===== src/hdl/bmpu_pkg.sv =====
// Shared types, codes and defaults of the BMP row pixel unpacker.
`timescale 1ns / 1ps

package bmpu_pkg;

  localparam int MAX_WIDTH_DEF     = 4096;
  localparam int PALETTE_DEPTH_DEF = 256;

  localparam int BYTE_W  = 8;
  localparam int RGB_W   = 24;
  localparam int ARGB_W  = 32;
  localparam int FMT_W   = 3;
  localparam int LW_W    = 13;
  localparam int COUNT_W = 4;

  localparam logic [BYTE_W-1:0] ALPHA_OPAQUE = 8'hFF;

  // Pixel format register codes; code seven is handled like bgra32.
  typedef enum logic [FMT_W-1:0] {
    FMT_1BPP   = 3'd0,
    FMT_4BPP   = 3'd1,
    FMT_8BPP   = 3'd2,
    FMT_RGB555 = 3'd3,
    FMT_RGB565 = 3'd4,
    FMT_BGR24  = 3'd5,
    FMT_BGRA32 = 3'd6
  } fmt_t;

  typedef enum logic [0:0] {
    CFG_PIXEL_FORMAT = 1'b0,
    CFG_LINE_WIDTH   = 1'b1
  } cfg_reg_t;

  typedef enum logic [0:0] {
    OP_PIXEL   = 1'b0,
    OP_PALETTE = 1'b1
  } op_t;

  // How the sequencer turns a byte into pixels.
  typedef enum logic [1:0] {
    KIND_1BPP   = 2'd0,
    KIND_4BPP   = 2'd1,
    KIND_8BPP   = 2'd2,
    KIND_DIRECT = 2'd3
  } kind_t;

  // Work handed from the row tracker to the pixel sequencer for one byte.
  typedef struct packed {
    logic [COUNT_W-1:0] count;    // pixels this byte yields, 0 to 8
    kind_t              kind;
    logic               row_end;  // the last pixel of the run closes the row
    logic [ARGB_W-1:0]  direct;   // finished pixel for the direct formats
  } run_req_t;

endpackage


===== src/hdl/bmpu_row_ctl.sv =====
// Row position tracking and per-byte decode of the pixel count and direct colors.
`timescale 1ns / 1ps

module bmpu_row_ctl #(
  parameter int MAX_WIDTH = bmpu_pkg::MAX_WIDTH_DEF
) (
  input  logic                           clk,
  input  logic                           rst_n,
  input  logic                           restart,
  input  logic                           byte_accept,
  input  logic [bmpu_pkg::FMT_W-1:0]     pixel_format,
  input  logic [bmpu_pkg::LW_W-1:0]      line_width,
  input  logic [bmpu_pkg::BYTE_W-1:0]    data_byte,
  output bmpu_pkg::run_req_t             req
);

  import bmpu_pkg::*;

  localparam int PCW = $clog2(MAX_WIDTH + 1);
  localparam int EW  = (PCW > LW_W) ? PCW : LW_W;
  localparam int SW  = EW + 3;

  logic [EW-1:0]    pc_r, pc_nxt;
  logic [SW-1:0]    bc_r, bc_nxt;
  logic [RGB_W-1:0] partial_r, partial_nxt;
  logic [1:0]       phase_r, phase_nxt;

  logic [EW-1:0]    width;
  logic [EW-1:0]    rem;
  logic [EW+4:0]    row_bits;
  logic [EW+5:0]    row_bits_up;
  logic [SW-1:0]    stride;
  logic [SW-1:0]    bc_inc;
  logic [2:0]       nbytes;
  logic [ARGB_W-1:0] v;

  always_comb begin
    // Effective width: zero acts as one, the top is clamped.
    if (line_width == '0) begin
      width = EW'(1);
    end else if (EW'(line_width) > EW'(MAX_WIDTH)) begin
      width = EW'(MAX_WIDTH);
    end else begin
      width = EW'(line_width);
    end

    unique case (pixel_format)
      FMT_1BPP:   row_bits = (EW+5)'(width);
      FMT_4BPP:   row_bits = (EW+5)'(width) << 2;
      FMT_8BPP:   row_bits = (EW+5)'(width) << 3;
      FMT_RGB555,
      FMT_RGB565: row_bits = (EW+5)'(width) << 4;
      FMT_BGR24:  row_bits = ((EW+5)'(width) << 4) + ((EW+5)'(width) << 3);
      default:    row_bits = (EW+5)'(width) << 5;
    endcase
    row_bits_up = (EW+6)'(row_bits) + (EW+6)'(31);
    stride      = {row_bits_up[EW+5:5], 2'b00};

    unique case (pixel_format)
      FMT_RGB555, FMT_RGB565: nbytes = 3'd2;
      FMT_BGR24:              nbytes = 3'd3;
      default:                nbytes = 3'd4;
    endcase

    rem = width - pc_r;
    v   = {8'h00, partial_r} | (ARGB_W'(data_byte) << {phase_r, 3'b000});

    req         = '0;
    req.kind    = KIND_DIRECT;
    pc_nxt      = pc_r;
    partial_nxt = partial_r;
    phase_nxt   = phase_r;

    if (pc_r < width) begin
      unique case (pixel_format)
        FMT_1BPP: begin
          req.kind  = KIND_1BPP;
          req.count = (rem >= EW'(8)) ? COUNT_W'(8) : rem[COUNT_W-1:0];
        end
        FMT_4BPP: begin
          req.kind  = KIND_4BPP;
          req.count = (rem >= EW'(2)) ? COUNT_W'(2) : COUNT_W'(1);
        end
        FMT_8BPP: begin
          req.kind  = KIND_8BPP;
          req.count = COUNT_W'(1);
        end
        default: begin
          if ({1'b0, phase_r} + 3'd1 >= nbytes) begin
            req.count   = COUNT_W'(1);
            partial_nxt = '0;
            phase_nxt   = '0;
            unique case (pixel_format)
              FMT_RGB555: req.direct = {ALPHA_OPAQUE, v[14:10], 3'b000, v[9:5], 3'b000,
                                        v[4:0], 3'b000};
              FMT_RGB565: req.direct = {ALPHA_OPAQUE, v[15:11], 3'b000, v[10:5], 2'b00,
                                        v[4:0], 3'b000};
              FMT_BGR24:  req.direct = {ALPHA_OPAQUE, v[23:0]};
              default:    req.direct = v;
            endcase
          end else begin
            partial_nxt = v[RGB_W-1:0];
            phase_nxt   = phase_r + 2'd1;
          end
        end
      endcase
      req.row_end = (EW'(req.count) == rem);
      pc_nxt      = pc_r + EW'(req.count);
    end

    bc_inc = bc_r + SW'(1);
    bc_nxt = bc_inc;
    if (bc_inc >= stride) begin
      bc_nxt      = '0;
      pc_nxt      = '0;
      partial_nxt = '0;
      phase_nxt   = '0;
    end
  end

  always_ff @(posedge clk) begin
    if (!rst_n || restart) begin
      pc_r      <= '0;
      bc_r      <= '0;
      partial_r <= '0;
      phase_r   <= '0;
    end else if (byte_accept) begin
      pc_r      <= pc_nxt;
      bc_r      <= bc_nxt;
      partial_r <= partial_nxt;
      phase_r   <= phase_nxt;
    end
  end

endmodule


===== config.mk =====
export PLATFORM = sky130hd
export DESIGN_NAME = bmpu_row_ctl
export DESIGN_NICKNAME = d
export VERILOG_FILES = /design/src/hdl/bmpu_pkg.sv /design/src/hdl/bmpu_row_ctl.sv
export SDC_FILE = /design/constraint.sdc
export NUM_CORES = 1
export LEC_CHECK = 0
export BUFFER_PORTS_ARGS = -buffer_cell sky130_fd_sc_hd__buf_4
export CORE_UTILIZATION = 40
export DETAILED_ROUTE_END_ITERATION = 12
export GPL_ROUTABILITY_DRIVEN = 0
export GPL_TIMING_DRIVEN = 0
export PLACE_DENSITY = 0.59
export SETUP_SLACK_MARGIN = 0.15
export SLEW_MARGIN = 25
export SYNTH_ARGS = -nofsm -noshare
export SYNTH_HDL_FRONTEND = slang
export SYNTH_SLANG_ARGS = --single-unit

===== constraint.sdc =====
create_clock -name clk -period 6.12 [get_ports clk]
set_input_delay 0.918 -clock clk [delete_from_list [all_inputs] [get_ports clk]]
set_output_delay 0.918 -clock clk [all_outputs]
set_load 0.005 [all_outputs]

==> results.py, run 1 <==
metrics = {
    "synthesis": {
        "synth_xor_area_frac": 0.0507,
        "synth_cells": 839,
        "synthMuxAreaShare": 0.0215,
        "synthesis.area_um2": 6220,
        "synth_cell_types": 80,
        "synth_nets": 918,
        "synth_compound_area_frac": 0.332,
        "yosys_warnings": 0,
        "synth-simple-area-share": 0.264,
        "ys.flop_type": "dfxtp_1",
        "synth_edf_count": 0,
        "synth_fa_ha_area_frac": 0.106,
        "synth_top_family_by_area": "compound AO/OA/AOI/OAI gates",
        "ys_seq_elements": 55,
        "ys_seq_area_frac": 0.177,
        "synth.avg_cell_area_um2": 7.42,
        "async_flop_share": 0,
    },
    "drt": {
        "drt_iter0_markers": 647,
        "ant_nets": 0,
        "avgViaCountPerCell": 6.18,
        "routed_wl_mm": 20.9,
        "detail_route.drc_violations": 0,
        "wl_per_cell_um": 18.9,
        "drtPass1Iterations": 5,
        "vias": 6862,
    },
    "placement": {
        "port_buffers": 64,
        "post-dp-hpwl_mm": 16.0,
        "pre_cts_ws_ns": -1.29,
    },
    "grt": {
        "antenna_found_initial": 0,
        "first_global_vias": 6241,
        "overflow": 0,
        "grt_max_degree": 20,
        "grt_pass1_wl_mm": 33.2,
        "grt.total_usage": 0.259,
    },
    "setup_path": {
        "start_kind": "input port",
        "end_kind": "flop",
        "crit_arrival_ns": 5.99,
        "critPathMaxFanout": 10,
        "cpPeakStageDelay_ns": 0.42,
        "cpMostUsedCell": "buf_4",
        "crit_type": "in -> reg",
        "crit_required_ns": 6.31,
        "critPathSlowestCell": "fa_1",
    },
    "floorplanning": {
        "num_rows": 45,
        "start_util": 0.409,
        "coreArea_um2": 15200,
        "dieArea_um2": 16100,
        "num_io_pins": 67,
        "die_w_um": 127,
        "die_y_um": 127,
    },
    "clocking": {
        "cts-buffers-inserted": 5,
        "numClockSinks": 55,
        "clock_latency_ns": 0.30,
        "clk_pin_slew_worst_paths_ns": 0.07,
        "hold_buffers": 0,
        "cts_tree": "built",
        "h-tree-depth": 2,
        "clock-root-buffer": "clkbuf_16",
        "clk_path_buf_depth": 2,
    },
    "min_path": {
        "min_path_type": "reg -> reg",
    },
    "sta": {
        "holdWs_ns": 0.473,
        "setup_viol": 0,
        "hold_viol": 0,
        "fmax_mhz": 173,
        "slew_headroom": 0.332,
        "rsz0062_at_grt": "false",
        "timing.final.max_slew_violations": 0,
        "fin_crit_ns": 5.79,
        "min_period_over_period": 0.946,
        "setup_slack_ns": 0.328,
        "timing.setup.tns_ns": 0,
        "fin_skew_ns": 0.0113,
        "worst_pin_slew_ns": 1.00,
    },
    "final_layout": {
        "num_antenna_cells": 0,
        "layout_commonest_cell": "nor2_1",
        "drive_above_1_share": 0.156,
        "final_cell_mix": "93 x nor2_1, 79 x buf_4, 60 x a21oi_1, 55 x nand2_1, 55 x dfxtp_1",
        "area_growth_pct": 18.2,
        "fillers": 1572,
        "fin_nets": 1000,
    },
    "run": {
        "maxCapViolCount": 0,
    },
    "run_status": {
        "status": "finished clean",
    },
    "power_and_ir_drop": {
        "powerDensity_nw_per_um2": 141,
        "p_leak_nw": 3.08,
        "ir_drop_v": 0.000122,
    },
}
==> cell type report <==
class / instances / area (um^2) / area share
plain buffers: 40 / 198 / 0.0269
clock buffers: 5 / 125 / 0.0170
clock inverters: 3 / 27.5 / 0.00374
inverters: 35 / 135 / 0.0184
multi-input cells: 709 / 4970 / 0.676
flip-flops and latches: 55 / 1100 / 0.150
well taps: 188 / 235 / 0.0320
repair buffers: 75 / 563 / 0.0765
==> state kept, by name, summed over array words and instances (netlist names) <==
signal and cells:
pc_r 13, phase_r 2, partial_r 24, bc_r 16
==> repair_timing <==
| item | in CTS | in global routing |
|---|---|---|
| setup buffers | 6 | 5 |
| gates resized for setup | 16 | 26 |
| setup endpoints to repair | 55 | 49 |
| pin swaps | 2 | 8 |
| cloned | 0 | 0 |
==> logic make-up (layout without fill, tap and decap cells) <==
| logic type | count (synthesis) | count (layout) |
|---|---|---|
| adders and majority gates | 51 | 51 |
| buffers and inverters | 75 | 158 |
| and+or+nand+nor | 311 | 311 |
| xor gates and xnor gates | 36 | 36 |
| muxes | 13 | 13 |
| DFF | 55 | 55 |
| other | 1 | 1 |
| AOI/OAI and AO/OA | 297 | 297 |
==> through the flow <==
stage	cell area (um^2)	util	power [mW]	instances
6_report	7360	0.484	1.04	1110
2_1_floorplan	6230	-	0.607	839
5_1_grt	7360	0.484	1.09	1110
4_1_cts	7220	0.475	1.03	1105
3_5_place_dp	6950	0.457	0.718	1091
3_3_place_gp	6950	0.457	0.720	1091
==> worst paths after layout <==
check | from | end | slack, ns | cells after the start
max | line_width[12] | partial_r[17]$_SDFFE_PP0P_ | 0.33 | 25
min reg2reg | partial_r[23]$_SDFFE_PP0P_ | partial_r[23]$_SDFFE_PP0P_ | 0.47 | 1
min | partial_r[23]$_SDFFE_PP0P_ | partial_r[23]$_SDFFE_PP0P_ | 0.47 | 1
max reg2reg | pc_r[11]$_SDFFE_PP0P_ | pc_r[10]$_SDFFE_PP0P_ | 1.71 | 20
==> power breakdown <==
group | internal [mW] | switching (mW) | leakage [nW]
clock network | 0.156 | 0.146 | 0.0719
registers | 0.360 | 0.00215 | 0.443
logic | 0.140 | 0.233 | 2.57
total | 0.655 | 0.381 | 3.08
==> synthesized netlist by cell type (5+ instances only) <==
library cell,count,area [um^2]
a21oi_1,65,325
nor3_1,23,115
dfxtp_1,55,1100
a22oi_1,12,90.1
xnor2_1,18,158
mux2i_1,10,100
o21ai_0,49,245
inv_1,34,128
nand2b_1,16,100
o22ai_1,14,87.6
nor2_1,95,357
a32o_1,10,100
nand4_1,10,62.6
nand3b_1,12,90.1
a21o_1,31,233
clkbuf_1,24,90.1
a22o_1,16,140
a211oi_1,10,75.1
buf_2,11,55.1
o21a_1,12,90.1
a31oi_1,7,43.8
and3_1,12,75.1
nand3_1,24,120
xor2_1,18,158
o211ai_1,8,60.1
o2111ai_1,5,43.8
nor2b_1,28,175
nand2_1,57,214
ha_1,48,601
a221oi_1,6,52.6
==> critical path, delay by kind of cell <==
kind                     cells  cell delay [ns]
multiplexers                 1             0.06
AO/OA/AOI/OAI                8             1.89
adder cells (fa/ha/maj)      3             0.96
buffers and inverters        7             1.21
AND/OR/NAND/NOR              5             0.80
XOR/XNOR                     1             0.15
==> routing by layer <==
metal  share of wire  GRT usage
met1            0.47      0.370
met2            0.43      0.403
met3           0.060     0.0224
met4           0.033      0.100
met5               0          0
No activity file was read; power rests on OpenSTA's default activity.
==> run 2: changes to the inputs <==
- CORE_UTILIZATION: 40 -> 35
- PLACE_DENSITY: 0.59 -> 0.53
- RECOVER_POWER: default -> 25
==> results.py, run 2 (synthesis results as in run 1) <==
metrics = {
    "final_layout": {
        "layout_commonest_cell": "nor2_1",
        "fin_nets": 997,
        "final_cell_mix": "93 x nor2_1, 74 x buf_4, 60 x a21oi_1, 56 x nand2_1, 55 x dfxtp_1",
        "stdcell_count": 1145,
        "reg_top3": "partial_r x24, bc_r x16, pc_r x13",
        "area_growth_pct": 19.6,
        "regMostFlops": "partial_r",
        "drive_above_1_share": 0.157,
        "largest_reg_flops": 24,
    },
    "placement": {
        "pre_cts_ws_ns": -1.29,
        "dp_cells": 1128,
        "post-dp-hpwl_mm": 16.6,
        "port_buffers": 64,
    },
    "sta": {
        "hold_viol": 0,
        "setup_slack_ns": 0.243,
        "timing.final.max_slew_violations": 0,
        "setup_viol": 0,
        "min_period_over_period": 0.960,
        "fin_crit_ns": 5.88,
        "fin_skew_ns": 0.00407,
        "worst_pin_slew_ns": 0.928,
        "rsz0062_at_grt": "false",
        "fmax_mhz": 170,
        "timing.setup.tns_ns": 0,
        "slew_headroom": 0.381,
    },
    "setup_path": {
        "path_cells": "buf_4 > buf_4 > buf_6 > clkbuf_4 > nor2_2 > ha_1 > fa_1 > a32oi_1 > nand2_1 > o221ai_4 > or3_4 > nor3_1 > a41o_1 > o21ai_0 > ha_1 > nand3_1 > nor3_1 > o41ai_2 > a31oi_4 > nor2_4 > and4_1 > buf_2 > buf_4 > a22o_1",
        "crit_type": "in -> reg",
        "critPathMaxFanout": 10,
        "end_kind": "flop",
        "cpMostUsedCell": "buf_4",
        "crit_family": "simple AND/OR/NAND/NOR gates",
        "critPathSlowestCell": "fa_1",
        "crit_required_ns": 6.32,
        "crit_buf_inv": 6,
        "crit_arrival_ns": 6.08,
        "cpPeakStageDelay_ns": 0.50,
        "start_kind": "input port",
    },
    "clocking": {
        "clk_pin_slew_worst_paths_ns": 0.07,
        "clock-root-buffer": "clkbuf_16",
        "numClockSinks": 55,
        "cts-buffers-inserted": 5,
        "clock_latency_ns": 0.30,
        "cts_tree": "built",
        "clk_path_buf_depth": 2,
        "hold_buffers": 0,
        "h-tree-depth": 2,
    },
    "drt": {
        "drtPass1Iterations": 5,
        "detail_route.drc_violations": 0,
        "routed_wl_mm": 21.6,
        "avgViaCountPerCell": 5.92,
        "ant_nets": 0,
        "vias": 6777,
        "drt_iter0_markers": 558,
        "wl_per_cell_um": 18.8,
    },
    "grt": {
        "grt_pass1_wl_mm": 33.2,
        "grt.total_usage": 0.234,
        "antenna_found_initial": 0,
        "first_global_vias": 6055,
        "overflow": 0,
        "grt_max_degree": 17,
    },
    "floorplanning": {
        "num_rows": 48,
        "dieArea_um2": 18300,
        "start_util": 0.358,
        "coreArea_um2": 17400,
        "die_w_um": 135,
        "die_y_um": 135,
        "num_io_pins": 67,
    },
    "power_and_ir_drop": {
        "powerDensity_nw_per_um2": 141,
        "p_leak_nw": 3.08,
        "ir_drop_v": 0.0000992,
    },
    "min_path": {
        "min_path_type": "reg -> reg",
    },
    "run": {
        "maxCapViolCount": 0,
    },
    "run_status": {
        "status": "finished clean",
    },
}
-- run 2: changes by cell type in the layout (fill, tap and decap cells not counted), sizes merged --
cell	change
diode	+1
clkbuf	+3
inv	-1
clkinv	-1
buf	-4
-- run 2: metrics by stage --
step | utilization | total power [mW] | area (um^2) | hold slack (ns)
floorplan | - | 0.607 | 6230 | 0.443
global placement | 0.403 | 0.723 | 7000 | 0.448
detailed placement | 0.403 | 0.720 | 7000 | 0.455
CTS | 0.420 | 1.04 | 7290 | 0.472
global route | 0.429 | 1.11 | 7440 | 0.481
finish | 0.429 | 1.05 | 7440 | 0.468
-- run 2: worst paths after layout --
kind                                   start                         end  slack, ns  cells past startpoint
setup / recovery              line_width[12]  partial_r[13]$_SDFFE_PP0P_       0.24                     24
setup reg to reg       pc_r[11]$_SDFFE_PP0P_       pc_r[10]$_SDFFE_PP0P_       1.81                     20
hold / removal    partial_r[19]$_SDFFE_PP0P_  partial_r[19]$_SDFFE_PP0P_       0.47                      1
hold reg to reg   partial_r[19]$_SDFFE_PP0P_  partial_r[19]$_SDFFE_PP0P_       0.47                      1
-- run 2: cell type report --
cell class                      count  area, um^2
Fill cell                        1803        9920
Multi-Input combinational cell    709        5020
Sequential cell                    55        1100
Timing Repair Buffer               72         541
Tap cell                          225         282
Buffer                             40         201
Clock buffer                        7         153
Inverter                           35         135
Clock inverter                      1        7.51
Antenna cell                        1        2.50
-- run 2: timing repair --
| action | CTS | global route |
|---|---|---|
| pin swaps | 2 | 6 |
| setup buffers | 4 | 4 |
| gates resized for setup | 20 | 35 |
| setup endpoints to repair | 54 | 49 |
-- run 2: power by group --
| part | internal, mW | leakage [nW] | switching (mW) |
|---|---|---|---|
| combinational | 0.142 | 2.56 | 0.236 |
| clock | 0.174 | 0.0761 | 0.138 |
| sequential | 0.360 | 0.443 | 0.00213 |
-- run 2: worst reg2reg max path: cells and delay by family, from the launching register on --
family	cells	cell delay [ns]
fa+ha+maj	3	0.99
buf+inv	2	0.14
mux	1	0.27
simple gates	7	0.91
flops	1	0.35
xor+xnor	1	0.16
compound gates	6	1.39
-- run 2: metal layers --
| layer | global-route usage | wire, um | up-vias |
|---|---|---|---|
| met5 | 0 | 0 | - |
| met4 | 0.0749 | 366 | 0 |
| met3 | 0.0307 | 1240 | 29 |
| met2 | 0.346 | 9430 | 245 |
| met1 | 0.345 | 10500 | 3201 |
| li1 | - | - | 3302 |
==> run 3: changes to the inputs <==
- CORE_UTILIZATION: 35 -> 55
- PLACE_DENSITY: 0.53 -> 0.77
==> results.py, run 3 (synthesis results as in run 1) <==
metrics = {
    "run_status": {
        "status": "finished clean",
    },
    "grt": {
        "grt.total_usage": 0.338,
        "grt_pass1_wl_mm": 31.7,
        "overflow": 0,
        "first_global_vias": 6632,
        "grt_max_degree": 18,
        "antenna_found_initial": 0,
    },
    "drt": {
        "vias": 7138,
        "ant_nets": 0,
        "drtPass1Iterations": 7,
        "wl_per_cell_um": 19.1,
        "routed_wl_mm": 20.2,
        "drt_iter0_markers": 946,
        "avgViaCountPerCell": 6.73,
        "detail_route.drc_violations": 0,
    },
    "final_layout": {
        "num_antenna_cells": 0,
        "fin_nets": 999,
        "reg_top3": "partial_r x24, bc_r x16, pc_r x13",
        "final_cell_mix": "94 x nor2_1, 72 x buf_4, 61 x a21oi_1, 56 x nand2_1, 55 x dfxtp_1",
        "stdcell_count": 1061,
        "regMostFlops": "partial_r",
        "stdcell_area_um2": 7330,
        "largest_reg_flops": 24,
        "layout_commonest_cell": "nor2_1",
        "area_growth_pct": 17.9,
        "drive_above_1_share": 0.153,
    },
    "clocking": {
        "clock_latency_ns": 0.30,
        "clk_pin_slew_worst_paths_ns": 0.07,
        "clock-root-buffer": "clkbuf_16",
        "cts_tree": "built",
        "cts-buffers-inserted": 5,
        "h-tree-depth": 2,
        "clk_path_buf_depth": 2,
        "numClockSinks": 55,
    },
    "setup_path": {
        "cpMostUsedCell": "buf_4",
        "crit_arrival_ns": 6.07,
        "end_kind": "flop",
        "path_cells": "buf_4 > buf_4 > buf_6 > clkbuf_4 > nor2_1 > ha_1 > fa_1 > a21oi_2 > buf_4 > o211ai_1 > nor2_1 > xor2_1 > o32ai_2 > nand3b_4 > nor4b_4 > a22oi_1 > ha_1 > a2111oi_4 > a31oi_4 > buf_4 > o31ai_4 > buf_4 > a22o_1",
        "rr_worst_depth": 20,
        "critPathSlowestCell": "a2111oi_4",
        "crit_required_ns": 6.36,
        "critPathMaxFanout": 10,
        "crit_type": "in -> reg",
        "cpPeakStageDelay_ns": 0.45,
        "start_kind": "input port",
        "r2r_setup_slack_ns": 1.58,
    },
    "sta": {
        "setup_slack_ns": 0.287,
        "worst_pin_slew_ns": 0.910,
        "fin_skew_ns": 0.00794,
        "fin_crit_ns": 5.83,
        "min_period_over_period": 0.953,
        "slew_headroom": 0.389,
        "setup_viol": 0,
        "timing.final.max_slew_violations": 0,
        "rsz0062_at_grt": "false",
        "hold_viol": 0,
        "fmax_mhz": 171,
    },
    "floorplanning": {
        "die_y_um": 108,
        "num_io_pins": 67,
        "dieArea_um2": 11700,
        "start_util": 0.569,
        "coreArea_um2": 10900,
        "num_rows": 38,
        "die_w_um": 108,
    },
    "placement": {
        "port_buffers": 64,
        "dp_cells": 1043,
        "pre_cts_ws_ns": -1.22,
        "placed_area_um2": 6890,
        "post-dp-hpwl_mm": 15.3,
    },
    "power_and_ir_drop": {
        "p_leak_nw": 3.10,
        "netSwitchingPower_uw": 369,
        "power.share.sequential": 0.337,
        "swShare": 0.343,
        "comb_power_share": 0.347,
        "p_int_uw": 706,
        "p_clk_frac": 0.317,
        "ir_drop_v": 0.000202,
        "powerDensity_nw_per_um2": 147,
    },
    "min_path": {
        "worst_hold_path.num_cells": 1,
        "min_path_type": "reg -> reg",
    },
    "run": {
        "maxCapViolCount": 0,
    },
}
==> run 3: cell count changes in the layout (fill, tap and decap cells not counted), sizes merged <==
cell	change
clkbuf	+4
buf	-3
clkinvlp	-2
inv	+2
bufinv	+1
diode	-1
==> run 3: path summary, 6_finish.rpt <==
path / startpoint / endpoint
max reg2reg: pc_r[1]$_SDFFE_PP0P_ / pc_r[12]$_SDFFE_PP0P_
min: partial_r[22]$_SDFFE_PP0P_ / partial_r[22]$_SDFFE_PP0P_
max: line_width[12] / partial_r[7]$_SDFFE_PP0P_
min reg2reg: partial_r[22]$_SDFFE_PP0P_ / partial_r[22]$_SDFFE_PP0P_
==> run 3: repair_timing <==
item,4_1_cts,5_1_grt
setup endpoints to repair,54,50
setup buffers,3,7
pin swaps,3,10
gates resized for setup,19,28
hold buffers,0,0
==> run 3: stage by stage <==
step	setup TNS, ns	hold slack, ns	power (mW)	util
floorplan	0	0.443	0.607	-
global placement	-41.95	0.451	0.702	0.630
detailed placement	-52.07	0.455	0.711	0.630
CTS	0	0.471	1.05	0.658
global route	0	0.491	1.12	0.671
finish	0	0.472	1.08	0.671
==> run 3: critical path: cells and delay by family <==
kind / cells / cell delay [ns]
compound gates: 8 / 1.94
xor+xnor: 1 / 0.10
fa+ha+maj: 3 / 1.02
buf+inv: 7 / 1.29
simple gates: 4 / 0.77
==> run 3: power groups by stage <==
stage | Combinational, mW | Sequential [mW] | Clock (mW)
floorplan | 0.237 | 0.370 | 0
global placement | 0.332 | 0.370 | 0
detailed placement | 0.341 | 0.370 | 0
CTS | 0.350 | 0.362 | 0.342
global route | 0.401 | 0.362 | 0.354
finish | 0.373 | 0.362 | 0.340
==> run 3: cell type report <==
| cell class | instances | area [um^2] |
|---|---|---|
| multi-input cells | 709 | 5000 |
| fillers | 945 | 3600 |
| flip-flops and latches | 55 | 1100 |
| repair buffers | 74 | 556 |
| plain buffers | 40 | 195 |
| well taps | 140 | 175 |
| clock buffers | 6 | 139 |
| inverters | 35 | 131 |
| clock inverters | 2 | 38.8 |
==> run 3: routing by layer <==
layer	vias up	routed length, um	global-route usage
li1	3302	-	-
met1	3334	8520	0.443
met2	416	9070	0.539
met3	86	1770	0.0549
met4	0	861	0.164
met5	-	0	0
